`src/srt_pkg.sv`:
```
`default_nettype none
package srt_pkg;

    localparam int MAX_SIDE    = 8;
    localparam int SIDE_W      = 4;
    localparam int POS_W       = 3;
    localparam int CNT_W       = 7;
    localparam int SYM_W       = 8;
    localparam int QUEUE_DEPTH = 2;

    localparam logic [SIDE_W-1:0] RESET_SIDE = SIDE_W'(2);
    localparam logic [SIDE_W:0]   MIN_SIDE   = (SIDE_W+1)'(2);
    localparam logic [SIDE_W:0]   TOP_SIDE   = (SIDE_W+1)'((MAX_SIDE / 2) * 2);
    localparam logic [SYM_W-1:0]  PAD_SYMBOL = SYM_W'(32);
    localparam logic [POS_W-1:0]  RUN_GROWTH = POS_W'(2);

    typedef enum logic [2:0] {
        PH_START,
        PH_LEFT,
        PH_DOWN,
        PH_RIGHT,
        PH_UP,
        PH_EXTRA
    } phase_t;

    typedef struct packed {
        logic [SYM_W-1:0] symbol;
        logic             is_final;
        logic             drop;
    } cmd_t;

    typedef struct packed {
        logic             fire;
        logic [POS_W-1:0] start;
    } restart_t;

    typedef struct packed {
        logic [CNT_W-1:0] cells;
        logic             padding;
    } back_status_t;

    function automatic logic [SIDE_W-1:0] eff_side(input logic [SIDE_W-1:0] side);
        logic [SIDE_W:0] s;
        s = {1'b0, side} + {{SIDE_W{1'b0}}, side[0]};
        if (s < MIN_SIDE) s = MIN_SIDE;
        if (s > TOP_SIDE) s = TOP_SIDE;
        return s[SIDE_W-1:0];
    endfunction

    function automatic logic [CNT_W-1:0] area_of(input logic [SIDE_W-1:0] e);
        logic [2*SIDE_W-1:0] p;
        p = {{SIDE_W{1'b0}}, e} * {{SIDE_W{1'b0}}, e};
        return p[CNT_W-1:0];
    endfunction

    function automatic logic [POS_W-1:0] start_cell(input logic [SIDE_W-1:0] e);
        logic [SIDE_W-1:0] h;
        h = (e >> 1) - SIDE_W'(1);
        return h[POS_W-1:0];
    endfunction

endpackage
`default_nettype wire

```
`src/spiral_route_transposer.sv`:
```
// Path: each byte is registered in the command queue, and its result beat then in the
//   output register, where it waits for m_ready.
// Throughput: one byte in and one result beat out per cycle while m_ready is high;
//   a final byte keeps the spiral sequencer for one padding beat per remaining cell,
//   while the two-entry command queue goes on taking bytes until it fills.
// Reset: synchronous, active low; side returns to 2 and the square restarts
//   empty. A side write restarts the square the same way. No clearing pass.
`default_nettype none
module spiral_route_transposer (
    input  wire logic                          aclk,
    input  wire logic                          aresetn,
    input  wire logic                          cfg_valid,
    output logic                               cfg_ready,
    input  wire logic [srt_pkg::SIDE_W-1:0]    cfg_data,
    input  wire logic                          s_valid,
    output logic                               s_ready,
    input  wire logic [srt_pkg::SYM_W-1:0]     s_symbol,
    input  wire logic                          s_is_final,
    output logic                               m_valid,
    input  wire logic                          m_ready,
    output logic [srt_pkg::POS_W-1:0]          m_row,
    output logic [srt_pkg::POS_W-1:0]          m_col,
    output logic [srt_pkg::SYM_W-1:0]          m_out_symbol,
    output logic                               m_dropped,
    output logic                               m_end_of_square
);

    logic [srt_pkg::SIDE_W-1:0] side_reg;
    logic [srt_pkg::CNT_W-1:0]  area;
    srt_pkg::restart_t          restart;
    srt_pkg::cmd_t              push_cmd;
    srt_pkg::cmd_t              pop_cmd;
    srt_pkg::back_status_t      back_status;
    logic                       push;
    logic                       pop;
    logic                       q_full;
    logic                       q_empty;
    logic [srt_pkg::CNT_W-1:0]  front_count;

    assign cfg_ready = 1'b1;
    assign area      = srt_pkg::area_of(srt_pkg::eff_side(side_reg));

    always_comb begin
        restart.fire  = cfg_valid && cfg_ready;
        restart.start = srt_pkg::start_cell(srt_pkg::eff_side(cfg_data));
    end

    always_ff @(posedge aclk) begin
        if (!aresetn) begin
            side_reg <= srt_pkg::RESET_SIDE;
        end else if (restart.fire) begin
            side_reg <= cfg_data;
        end
    end

    srt_front u_front (
        .aclk       (aclk),
        .aresetn    (aresetn),
        .s_valid    (s_valid),
        .s_ready    (s_ready),
        .s_symbol   (s_symbol),
        .s_is_final (s_is_final),
        .area       (area),
        .restart    (restart),
        .q_full     (q_full),
        .push       (push),
        .push_cmd   (push_cmd),
        .count      (front_count)
    );

    srt_queue u_queue (
        .aclk     (aclk),
        .aresetn  (aresetn),
        .push     (push),
        .push_cmd (push_cmd),
        .full     (q_full),
        .pop      (pop),
        .pop_cmd  (pop_cmd),
        .empty    (q_empty)
    );

    srt_back u_back (
        .aclk            (aclk),
        .aresetn         (aresetn),
        .cmd_valid       (!q_empty),
        .cmd             (pop_cmd),
        .pop             (pop),
        .area            (area),
        .restart         (restart),
        .m_valid         (m_valid),
        .m_ready         (m_ready),
        .m_row           (m_row),
        .m_col           (m_col),
        .m_out_symbol    (m_out_symbol),
        .m_dropped       (m_dropped),
        .m_end_of_square (m_end_of_square),
        .status          (back_status)
    );

    // sequencer never gets ahead of the classifier
    a_count_order: assert property (@(posedge aclk) disable iff (!aresetn)
        back_status.cells <= front_count)
        else $error("spiral sequencer ahead of front count");

    // padding runs only while its final byte is still queued
    a_pad_entry: assert property (@(posedge aclk) disable iff (!aresetn)
        back_status.padding |-> !q_empty)
        else $error("padding without a queued final byte");

    a_drop_beat: assert property (@(posedge aclk) disable iff (!aresetn)
        (m_valid && m_dropped) |-> (m_row == '0 && m_col == '0 && !m_end_of_square))
        else $error("dropped beat carries a cell");

endmodule
`default_nettype wire

```
`src/srt_front.sv`:
```
`default_nettype none
module srt_front (
    input  wire logic                       aclk,
    input  wire logic                       aresetn,
    input  wire logic                       s_valid,
    output logic                            s_ready,
    input  wire logic [srt_pkg::SYM_W-1:0]  s_symbol,
    input  wire logic                       s_is_final,
    input  wire logic [srt_pkg::CNT_W-1:0]  area,
    input  wire srt_pkg::restart_t          restart,
    input  wire logic                       q_full,
    output logic                            push,
    output srt_pkg::cmd_t                   push_cmd,
    output logic [srt_pkg::CNT_W-1:0]       count
);

    logic [srt_pkg::CNT_W-1:0] count_reg;
    logic [srt_pkg::CNT_W-1:0] count_next;

    assign s_ready = !q_full;
    assign push    = s_valid && s_ready;
    assign count   = count_reg;

    always_comb begin
        push_cmd.symbol   = s_symbol;
        push_cmd.is_final = s_is_final;
        push_cmd.drop     = (count_reg >= area);
    end

    // a final byte commits the rest of the square to padding
    always_comb begin
        count_next = count_reg;
        if (restart.fire) begin
            count_next = '0;
        end else if (push && !push_cmd.drop) begin
            count_next = s_is_final ? area : count_reg + srt_pkg::CNT_W'(1);
        end
    end

    always_ff @(posedge aclk) begin
        if (!aresetn) begin
            count_reg <= '0;
        end else begin
            count_reg <= count_next;
        end
    end

endmodule
`default_nettype wire

```
`src/srt_queue.sv`:
```
`default_nettype none
module srt_queue (
    input  wire logic          aclk,
    input  wire logic          aresetn,
    input  wire logic          push,
    input  wire srt_pkg::cmd_t push_cmd,
    output logic               full,
    input  wire logic          pop,
    output srt_pkg::cmd_t      pop_cmd,
    output logic               empty
);

    localparam int PTR_W = $clog2(srt_pkg::QUEUE_DEPTH);
    localparam int FILL_W = $clog2(srt_pkg::QUEUE_DEPTH + 1);

    srt_pkg::cmd_t       entry_reg [srt_pkg::QUEUE_DEPTH];
    logic [PTR_W-1:0]    wr_ptr_reg;
    logic [PTR_W-1:0]    rd_ptr_reg;
    logic [FILL_W-1:0]   fill_reg;
    logic [FILL_W-1:0]   fill_next;

    assign full    = (fill_reg == FILL_W'(srt_pkg::QUEUE_DEPTH));
    assign empty   = (fill_reg == '0);
    assign pop_cmd = entry_reg[rd_ptr_reg];

    always_comb begin
        fill_next = fill_reg;
        case ({push, pop})
            2'b10:   fill_next = fill_reg + FILL_W'(1);
            2'b01:   fill_next = fill_reg - FILL_W'(1);
            default: fill_next = fill_reg;
        endcase
    end

    always_ff @(posedge aclk) begin
        if (push) begin
            entry_reg[wr_ptr_reg] <= push_cmd;
        end
    end

    always_ff @(posedge aclk) begin
        if (!aresetn) begin
            wr_ptr_reg <= '0;
            rd_ptr_reg <= '0;
            fill_reg   <= '0;
        end else begin
            if (push) wr_ptr_reg <= wr_ptr_reg + PTR_W'(1);
            if (pop)  rd_ptr_reg <= rd_ptr_reg + PTR_W'(1);
            fill_reg <= fill_next;
        end
    end

endmodule
`default_nettype wire

```
`src/srt_back.sv`:
```
`default_nettype none
module srt_back (
    input  wire logic                       aclk,
    input  wire logic                       aresetn,
    input  wire logic                       cmd_valid,
    input  wire srt_pkg::cmd_t              cmd,
    output logic                            pop,
    input  wire logic [srt_pkg::CNT_W-1:0]  area,
    input  wire srt_pkg::restart_t          restart,
    output logic                            m_valid,
    input  wire logic                       m_ready,
    output logic [srt_pkg::POS_W-1:0]       m_row,
    output logic [srt_pkg::POS_W-1:0]       m_col,
    output logic [srt_pkg::SYM_W-1:0]       m_out_symbol,
    output logic                            m_dropped,
    output logic                            m_end_of_square,
    output srt_pkg::back_status_t           status
);

    localparam int POS_W = srt_pkg::POS_W;
    localparam int CNT_W = srt_pkg::CNT_W;

    srt_pkg::phase_t    run_phase_reg, run_phase_next;
    logic [POS_W-1:0]   run_progress_reg, run_progress_next;
    logic [POS_W-1:0]   run_length_reg, run_length_next;
    logic [POS_W-1:0]   cur_row_reg, cur_row_next;
    logic [POS_W-1:0]   cur_col_reg, cur_col_next;
    logic [CNT_W-1:0]   cells_reg;
    logic [CNT_W-1:0]   cells_inc;
    logic               padding_reg, padding_next;
    logic [POS_W:0]     side_run;

    logic               m_valid_reg;
    logic [POS_W-1:0]   m_row_reg;
    logic [POS_W-1:0]   m_col_reg;
    logic [srt_pkg::SYM_W-1:0] m_sym_reg;
    logic               m_dropped_reg;
    logic               m_end_reg;

    logic               fire;
    logic               advance;
    logic               end_hit;

    // one spiral step
    always_comb begin
        side_run          = {1'b0, run_length_reg} + (POS_W+1)'(1);
        run_phase_next    = run_phase_reg;
        run_progress_next = run_progress_reg;
        run_length_next   = run_length_reg;
        cur_row_next      = cur_row_reg;
        cur_col_next      = cur_col_reg;
        unique case (run_phase_reg)
            srt_pkg::PH_START: begin
                run_phase_next    = srt_pkg::PH_LEFT;
                run_progress_next = '0;
            end
            srt_pkg::PH_LEFT: begin
                if (run_progress_reg < run_length_reg) begin
                    run_progress_next = run_progress_reg + POS_W'(1);
                    cur_col_next      = cur_col_reg - POS_W'(1);
                end else begin
                    run_phase_next    = srt_pkg::PH_DOWN;
                    run_progress_next = POS_W'(1);
                    cur_row_next      = cur_row_reg + POS_W'(1);
                end
            end
            srt_pkg::PH_DOWN: begin
                if ({1'b0, run_progress_reg} < side_run) begin
                    run_progress_next = run_progress_reg + POS_W'(1);
                    cur_row_next      = cur_row_reg + POS_W'(1);
                end else begin
                    run_phase_next    = srt_pkg::PH_RIGHT;
                    run_progress_next = POS_W'(1);
                    cur_col_next      = cur_col_reg + POS_W'(1);
                end
            end
            srt_pkg::PH_RIGHT: begin
                if ({1'b0, run_progress_reg} < side_run) begin
                    run_progress_next = run_progress_reg + POS_W'(1);
                    cur_col_next      = cur_col_reg + POS_W'(1);
                end else begin
                    run_phase_next    = srt_pkg::PH_UP;
                    run_progress_next = POS_W'(1);
                    cur_row_next      = cur_row_reg - POS_W'(1);
                end
            end
            srt_pkg::PH_UP: begin
                if ({1'b0, run_progress_reg} < side_run) begin
                    run_progress_next = run_progress_reg + POS_W'(1);
                    cur_row_next      = cur_row_reg - POS_W'(1);
                end else begin
                    run_phase_next    = srt_pkg::PH_LEFT;
                    run_progress_next = '0;
                    run_length_next   = run_length_reg + srt_pkg::RUN_GROWTH;
                    cur_row_next      = cur_row_reg - POS_W'(1);
                end
            end
            default: begin
                run_phase_next    = srt_pkg::PH_LEFT;
                run_progress_next = '0;
                run_length_next   = run_length_reg + srt_pkg::RUN_GROWTH;
                cur_row_next      = cur_row_reg - POS_W'(1);
            end
        endcase
    end

    // beat control
    always_comb begin
        fire         = cmd_valid && (!m_valid_reg || m_ready);
        cells_inc    = cells_reg + CNT_W'(1);
        end_hit      = (cells_inc == area);
        pop          = 1'b0;
        advance      = 1'b0;
        padding_next = padding_reg;
        if (fire) begin
            if (cmd.drop) begin
                pop = 1'b1;
            end else begin
                advance = 1'b1;
                if (padding_reg) begin
                    if (end_hit) begin
                        padding_next = 1'b0;
                        pop          = 1'b1;
                    end
                end else if (cmd.is_final && !end_hit) begin
                    padding_next = 1'b1;
                end else begin
                    pop = 1'b1;
                end
            end
        end
    end

    always_ff @(posedge aclk) begin
        if (!aresetn) begin
            run_phase_reg    <= srt_pkg::PH_START;
            run_progress_reg <= '0;
            run_length_reg   <= '0;
            cur_row_reg      <= srt_pkg::start_cell(srt_pkg::eff_side(srt_pkg::RESET_SIDE));
            cur_col_reg      <= srt_pkg::start_cell(srt_pkg::eff_side(srt_pkg::RESET_SIDE));
            cells_reg        <= '0;
            padding_reg      <= 1'b0;
            m_valid_reg      <= 1'b0;
        end else begin
            if (restart.fire) begin
                run_phase_reg    <= srt_pkg::PH_START;
                run_progress_reg <= '0;
                run_length_reg   <= '0;
                cur_row_reg      <= restart.start;
                cur_col_reg      <= restart.start;
                cells_reg        <= '0;
                padding_reg      <= 1'b0;
            end else begin
                if (advance) begin
                    run_phase_reg    <= run_phase_next;
                    run_progress_reg <= run_progress_next;
                    run_length_reg   <= run_length_next;
                    cur_row_reg      <= cur_row_next;
                    cur_col_reg      <= cur_col_next;
                    cells_reg        <= cells_inc;
                end
                padding_reg <= padding_next;
            end
            if (fire) begin
                m_valid_reg <= 1'b1;
            end else if (m_ready) begin
                m_valid_reg <= 1'b0;
            end
        end
    end

    always_ff @(posedge aclk) begin
        if (fire) begin
            if (cmd.drop) begin
                m_row_reg     <= '0;
                m_col_reg     <= '0;
                m_sym_reg     <= cmd.symbol;
                m_dropped_reg <= 1'b1;
                m_end_reg     <= 1'b0;
            end else begin
                m_row_reg     <= cur_row_next;
                m_col_reg     <= cur_col_next;
                m_sym_reg     <= padding_reg ? srt_pkg::PAD_SYMBOL : cmd.symbol;
                m_dropped_reg <= 1'b0;
                m_end_reg     <= end_hit;
            end
        end
    end

    assign m_valid         = m_valid_reg;
    assign m_row           = m_row_reg;
    assign m_col           = m_col_reg;
    assign m_out_symbol    = m_sym_reg;
    assign m_dropped       = m_dropped_reg;
    assign m_end_of_square = m_end_reg;

    always_comb begin
        status.cells   = cells_reg;
        status.padding = padding_reg;
    end

endmodule
`default_nettype wire
```
`config.mk`:
```
export PLATFORM = sky130hd
export DESIGN_NAME = spiral_route_transposer
export DESIGN_NICKNAME = d
export VERILOG_FILES = /design/src/srt_pkg.sv /design/src/spiral_route_transposer.sv /design/src/srt_front.sv /design/src/srt_queue.sv /design/src/srt_back.sv
export SDC_FILE = /design/constraint.sdc
export NUM_CORES = 1
export LEC_CHECK = 0
export BUFFER_PORTS_ARGS = -buffer_cell sky130_fd_sc_hd__buf_2
export CAP_MARGIN = 10
export CELL_PAD_IN_SITES_DETAIL_PLACEMENT = 1
export CELL_PAD_IN_SITES_GLOBAL_PLACEMENT = 1
export CORE_AREA = 2 2 96 98
export DETAILED_ROUTE_END_ITERATION = 10
export DIE_AREA = 0 0 98 100
export PLACE_DENSITY_LB_ADDON = 0.1
export SYNTH_ARGS = -nofsm -noshare
export SYNTH_HDL_FRONTEND = slang
export SYNTH_SLANG_ARGS = --single-unit
```
`constraint.sdc`:
```
create_clock -name aclk -period 3.8 [get_ports aclk]
set_clock_uncertainty 0.2 [all_clocks]
set_input_delay 0.57 -clock aclk [delete_from_list [all_inputs] [get_ports aclk]]
set_output_delay 0.57 -clock aclk [all_outputs]
set_load 0.1 [all_outputs]
```
==> results of run 1 <==
final cells by class:
type	count	area (um2)	area share
repair buffers	36	183	0.0419
clock inverters	6	71.3	0.0163
flip-flops and latches	75	1860	0.427
well taps	111	139	0.0318
clock buffers	10	128	0.0292
inverters	24	90.1	0.0206
multi-input cells	290	1890	0.433
worst max-delay path, delay by kind of cell, from the launching register on:
family          cells  cell delay (ns)
compound gates      5             1.27
simple gates        3             0.67
fa+ha+maj           2             0.56
flops               1             0.45
buf+inv             1             0.12
xor+xnor            1             0.08
cells in the final DEF, fill, tap and decap left out, types with 2 or more instances in the layout:
| master | instances |
|---|---|
| a21o_1 | 4 |
| a21oi_1 | 31 |
| a21oi_2 | 2 |
| a22oi_1 | 2 |
| a31oi_1 | 4 |
| and2_1 | 2 |
| and3_1 | 7 |
| and4_1 | 3 |
| buf_2 | 35 |
| clkbuf_8 | 9 |
| clkinvlp_4 | 2 |
| dfxtp_1 | 39 |
| edfxtp_1 | 36 |
| ha_1 | 19 |
| inv_1 | 19 |
| inv_2 | 5 |
| inv_6 | 3 |
| mux2i_1 | 18 |
| nand2_1 | 30 |
| nand2b_1 | 7 |
| nand3_1 | 11 |
| nand4_1 | 4 |
| nor2_1 | 49 |
| nor2b_1 | 7 |
| nor3_1 | 9 |
| nor4b_1 | 2 |
| o211ai_1 | 2 |
| o21a_1 | 3 |
| o21ai_0 | 9 |
| o21ai_1 | 12 |
| o31a_1 | 2 |
| or2_1 | 2 |
| or3_1 | 3 |
| xnor2_1 | 12 |
| xor2_1 | 12 |
kinds of logic after synthesis:
kind of cell | synth area share
AO/OA/AOI/OAI | 0.137
XOR/XNOR | 0.0537
adder cells (fa/ha/maj) | 0.0607
buffers and inverters | 0.0415
flip-flops | 0.475
multiplexers | 0.0546
other | 0.000958
AND/OR/NAND/NOR | 0.176
power by group through the flow:
stage / logic, mW / clock network [mW] / registers [mW]
after floorplan: 0.483 / 0 / 1.74
after global placement: 1.29 / 0 / 1.15
after detailed placement: 1.31 / 0 / 1.16
after CTS: 1.32 / 0.658 / 1.14
after global routing: 1.39 / 0.706 / 1.16
final: 1.31 / 0.640 / 1.14
through the flow:
stage | instances | area [um2] | total power [mW]
final | 552 | 4360 | 3.08
after global placement | 536 | 4170 | 2.44
after global routing | 552 | 4360 | 3.25
after detailed placement | 536 | 4170 | 2.47
after floorplan | 406 | 3920 | 2.22
after CTS | 552 | 4360 | 3.12
per-layer routing:
layer	wire length, um	GRT usage	vias up
li1	-	-	1484
met1	4120	0.239	1406
met2	4480	0.345	30
met3	199	0.0355	6
met4	59	0.0513	0
met5	0	0	-
path summary, 6_finish.rpt:
check                                                    endpoint  slack [ns]  cells past startpoint
worst max register to register   u_queue.fill_reg[1]$_SDFFE_PN0P_        0.35                     12
worst min-delay path            u_queue.entry_reg[1][6]$_DFFE_PP_        0.20                      1
worst max-delay path             u_queue.fill_reg[1]$_SDFFE_PN0P_        0.35                     12
worst min register to register    u_back.padding_reg$_SDFFE_PP0P_        0.26                      2
==> results by group, run 1 <==
STA
  • Period minus WS final: 3.45 ns
  • Slew HR: 0.387
  • Max-slew violation count: 0
  • Final hold vios: 0
  • Final worst path period share: 0.909
  • Final worst slack: 0.347 ns
  • Unrepaired setup endpoints after global routing: no
  • Fmax: 290 MHz
  • WHS: 0.201 ns
  • Setup Viol. Count Final: 0
  • Setup TNS: 0 ns
  • Worst slew pin tran: 0.915 ns

Status
  • Status: complete, no violations

Floorplan
  • Die span in y: 100 um
  • Initial Utilization: 0.441
  • I/O Pins: 37
  • Core ar.: 8890 um2
  • DIE WIDTH: 98 um
  • Row cnt: 35
  • Full die area: 9800 um2

Min path
  • HP Start: s_symbol[4]
  • HP Class: in -> reg

Worst setup path
  • Most frequent CP cell: ha_1
  • Critical path cell sequence: ha_1 > and2b_1 > a41oi_2 > inv_2 > nand2b_4 > xor2_1 > a311o_1 > a32oi_2 > a21oi_2 > ha_1 > or3_1 > a21boi_0
  • Worst EP arrival: 3.52 ns
  • Critical Path Source: side_reg[1]$_SDFFE_PN1P_
  • Critical path startpoint category: flip-flop
  • CP Max Fanout: 6
  • Worst path max stage delay: 0.45 ns
  • Reg2reg start: side_reg[1]$_SDFFE_PN1P_
  • Critical Path End Type: flip-flop
  • Worst path slowest cell: dfxtp_1
  • Crit path kind: reg -> reg
  • Critical path required time: 3.87 ns

Power and ir drop
  • Worst vdd ir: 506 uV
  • Clock Power Share: 0.208
  • Sequential power share: 0.369
  • Gate power share: 0.424
  • Power per cell area: 706 nW/um2
  • Switching share of power: 0.475
  • Psw: 1.46 mW
  • Internal power: 1.62 mW
  • Pleak: 1.68 nW

Clocking
  • Root buf cell: clkbuf_8
  • Worst-case clock buffer depth: 2
  • Cts bufs inserted: 9
  • CTS sink count: 75
  • Post-CTS Hold Buffers: 0
  • H-tree depth: 3
  • TritonCTS clock tree: built
  • Worst-path clk slew: 0.09 ns
  • Post-CTS Setup Bufs: 0
  • Clk Latency, worst-skew pair: 0.35 ns
  • Post-CTS resize count: 0

Layout
  • ANT cells: 0
  • Final core occ: 0.491
  • Syn-to-layout area delta: 11.4%
  • Filler Cell Count: 1,025
  • Share of cells above drive strength 1: 0.145
  • Max reg flops: 20
  • # nets final: 473

Global routing
  • Number of global-route vias before repair: 3,044
  • Total GRT Usage: 0.192
  • Total gr overflow: 0
  • Initial antenna violation count: 0
  • Largest net degree at the start of global routing: 25
  • First-pass GRT wire length: 15,000 um

Routing
  • Via count: 2,926
  • Post-route ant nets: 0
  • WL final: 8850 um
  • # DRC: 0
  • Pre-Repair DR Iteration Count: 4
  • Vias per inst: 5.30
  • Starting DRT DRC Count: 41
  • Wirelength per Cell: 16.0 um

Synth
  • Yosys synthesis warning count: 0
  • Ys async rst share: 0
  • Synth Flop Type: dfxtp_1
  • Largest area contributor in the netlist: edfxtp_1
  • Top cell type's share of synthesized area: 0.276
  • Mapped Area: 3920 um2
  • EDFF count, synth: 36
  • Most frequent cell after synthesis: nor2_1
  • Post-synthesis area per instance: 9.65 um2
  • Post-synthesis cell count: 406
  • Area contributors post-synth: edfxtp_1, dfxtp_1, ha_1, nor2_1, mux2i_1
  • Distinct cells, synth: 56
  • Yosys reg bits: 75
  • Post-synthesis sequential area ratio: 0.475
  • Syn_nets: 443
  • Post-synth top cells: nor2_1, dfxtp_1, edfxtp_1, a21oi_1, nand2_1

Placement
  • Detail Placement HPWL: 6290 um
  • Port Buffers: 35
  • Pre-CTS setup slack: 0.410 ns
  • Final Wtd Congestion: 0.755

Job
  • Max Cap Viol: 0
Power figures use the tool's default switching activity.
==> inputs of run 2 (changes only) <==
==> constraint.sdc (replaced) <==
create_clock -name aclk -period 3.8 [get_ports aclk]
set_clock_uncertainty 0.2 [all_clocks]
set_input_delay 0.19 -clock aclk [delete_from_list [all_inputs] [get_ports aclk]]
set_output_delay 0.19 -clock aclk [all_outputs]
set_load 0.1 [all_outputs]
==> results by group, run 2 (synthesis results as in run 1) <==
Routing
  • Vias per inst: 5.27 (-0.49%)
  • # DRC: 0 (unchanged)
  • Via count: 2,975 (+1.7%)
  • Starting DRT DRC Count: 42 (+2.4%)
  • Pre-Repair DR Iteration Count: 4 (unchanged)
  • WL final: 9070 um (+2.4%)
  • Wirelength per Cell: 16.1 um (+0.24%)
  • Post-route ant nets: 0 (unchanged)

Worst setup path
  • R2R cell count: 12 (unchanged)
  • Reg-to-reg setup timing slack: 0.33 ns (about the same)
  • Worst path slowest cell: dfxtp_1
  • Critical path required time: 3.87 ns (about the same)
  • Critical path cell sequence: ha_1 > and2b_1 > a41oi_2 > inv_2 > nand2b_4 > xor2_1 > a311o_1 > a32oi_2 > a21oi_2 > ha_1 > or3_1 > a21boi_0
  • Critical Path End Type: flip-flop
  • R2r endpoint: u_queue.fill_reg[1]$_SDFFE_PN0P_
  • Worst EP arrival: 3.53 ns (about the same)
  • CP Max Fanout: 6 (unchanged)
  • Critical Path Source: side_reg[1]$_SDFFE_PN1P_
  • Crit path kind: reg -> reg
  • Most frequent CP cell: ha_1
  • Worst path max stage delay: 0.45 ns (about the same)
  • Reg2reg start: side_reg[1]$_SDFFE_PN1P_
  • Critical path startpoint category: flip-flop

Layout
  • Filler Cell Count: 1,030 (+0.49%)
  • Share of cells above drive strength 1: 0.141 (-0.00384)
  • Syn-to-layout area delta: 14.5%
  • Commonest non-fill, non-tap cell in the layout: nor2_1
  • Multi-input gate area: 1890 um2 (unchanged)
  • Max reg flops: 20 (unchanged)
  • Design area: 4480 um2 (+2.8%)
  • Commonest non-fill, non-tap cells in the layout: nor2_1, dfxtp_1, edfxtp_1
  • # nets final: 485 (+2.5%)
  • ANT cells: 0 (unchanged)
  • FF/Latch Area: 1860 um2 (unchanged)

STA
  • Setup TNS: 0 ns (unchanged)
  • Slew HR: 0.386 (-0.00154)
  • Worst slew pin tran: 0.918 ns (+0.00230 ns)
  • Unrepaired setup endpoints after global routing: no
  • Final worst path period share: 0.912 (+0.00366)
  • Fmax: 288 MHz (-0.40%)
  • Final hold vios: 0 (unchanged)
  • Period minus WS final: 3.47 ns (+0.0139 ns)
  • Setup Viol. Count Final: 0 (unchanged)
  • Max-slew violation count: 0 (unchanged)

Power and ir drop
  • Pleak: 1.72 nW (+2.9%)
  • Power per cell area: 690 nW/um2 (-2.3%)
  • Worst vdd ir: 505 uV (about the same)

Global routing
  • Number of global-route vias before repair: 3,104 (+2.0%)
  • Met3 Usage GRT: 0.0355 (unchanged)
  • Total gr overflow: 0 (unchanged)
  • GRT busiest layer: met2
  • Total GRT Usage: 0.195 (+0.00297)
  • Met1 Resource Use GR: 0.240 (+0.00177)
  • Initial antenna violation count: 0 (unchanged)
  • M2 GR Usage: 0.352 (+0.00738)
  • First-pass GRT wire length: 15,300 um (+1.4%)
  • Largest net degree at the start of global routing: 25 (unchanged)

Clocking
  • Worst-case clock buffer depth: 2 (unchanged)
  • Post-CTS resize count: 0 (unchanged)
  • TritonCTS clock tree: built
  • Clk Latency, worst-skew pair: 0.35 ns (about the same)
  • Root buf cell: clkbuf_8
  • Worst-path clk slew: 0.09 ns (about the same)
  • H-tree depth: 3 (unchanged)
  • Post-CTS Setup Bufs: 0 (unchanged)
  • CTS sink count: 75 (unchanged)
  • Cts bufs inserted: 9 (unchanged)

Floorplan
  • Initial Utilization: 0.441 (unchanged)
  • DIE WIDTH: 98 um (unchanged)
  • Die span in y: 100 um (unchanged)
  • Row cnt: 35 (unchanged)
  • I/O Pins: 37 (unchanged)
  • Full die area: 9800 um2 (unchanged)
  • Core ar.: 8890 um2 (unchanged)

Placement
  • Placed inst area: 4170 um2 (unchanged)
  • Final Wtd Congestion: 0.755 (unchanged)
  • Port Buffers: 35 (unchanged)
  • Detail Placement HPWL: 6290 um (unchanged)

Min path
  • Hold EP: side_reg[2]$_SDFFE_PN0P_
  • HP Class: in -> reg
  • Cell depth of the worst hold path: 3 (+2)
  • HP Start: cfg_data[2]

Job
  • Max Cap Viol: 0 (unchanged)

Status
  • Status: complete, no violations
[run 2: cell type report]
type	instances	share of cell area
clock buffers	10	0.0285
clock inverters	6	0.0159
inverters	24	0.0201
multi-input cells	290	0.422
flip-flops and latches	75	0.415
well taps	111	0.0310
repair buffers	48	0.0675
[run 2: what timing repair did]
item | in CTS | in global routing
setup endpoints to repair | 0 | 0
endpoints found under the hold margin | 19 | 0
hold buffers | 12 | 0
[run 2: how the worst max path moves through the flow]
stage | cells after the start | slack (ns) | to
after detailed placement | 12 | 0.41 | u_queue.fill_reg[1]$_SDFFE_PN0P_
after floorplan | 12 | 0.75 | u_queue.fill_reg[1]$_SDFFE_PN0P_
after CTS | 12 | 0.31 | u_queue.fill_reg[1]$_SDFFE_PN0P_
after global placement | 12 | 0.58 | u_queue.fill_reg[1]$_SDFFE_PN0P_
final | 12 | 0.33 | u_queue.fill_reg[1]$_SDFFE_PN0P_
after global routing | 12 | 0.11 | u_queue.fill_reg[1]$_SDFFE_PN0P_
[run 2: power by group]
group | leakage [nW] | internal [mW] | switching, mW
combinational | 0.971 | 0.268 | 1.05
sequential | 0.659 | 1.05 | 0.0904
clock | 0.0939 | 0.311 | 0.330
[run 2: per-stage QoR]
stage               hold WS [ns]  total power, mW  std cells   util  setup WS, ns
global route              0.0155             3.26        564  0.504         0.106
floorplan                 0.0889             2.22        406      -         0.747
finish                    0.0203             3.09        564  0.504         0.333
detailed placement         0.182             2.47        536  0.469         0.410
global placement           0.177             2.44        536  0.469         0.582
CTS                      0.00731             3.13        564  0.504         0.312
[run 2: critical path: cells and delay by family, from the launching register on]
kind                     cells  cell delay [ns]
flip-flops                   1             0.45
AO/OA/AOI/OAI                5             1.28
XOR/XNOR                     1             0.08
AND/OR/NAND/NOR              3             0.67
buffers and inverters        1             0.12
adder cells (fa/ha/maj)      2             0.56
[run 2: routing by layer]
layer  up-vias  wire [um]  part of all wire
li1       1509          -                 -
met1      1421       4160              0.46
met2        41       4620              0.51
met3         4        232             0.026
met4         0         51            0.0056
met5         -          0                 0
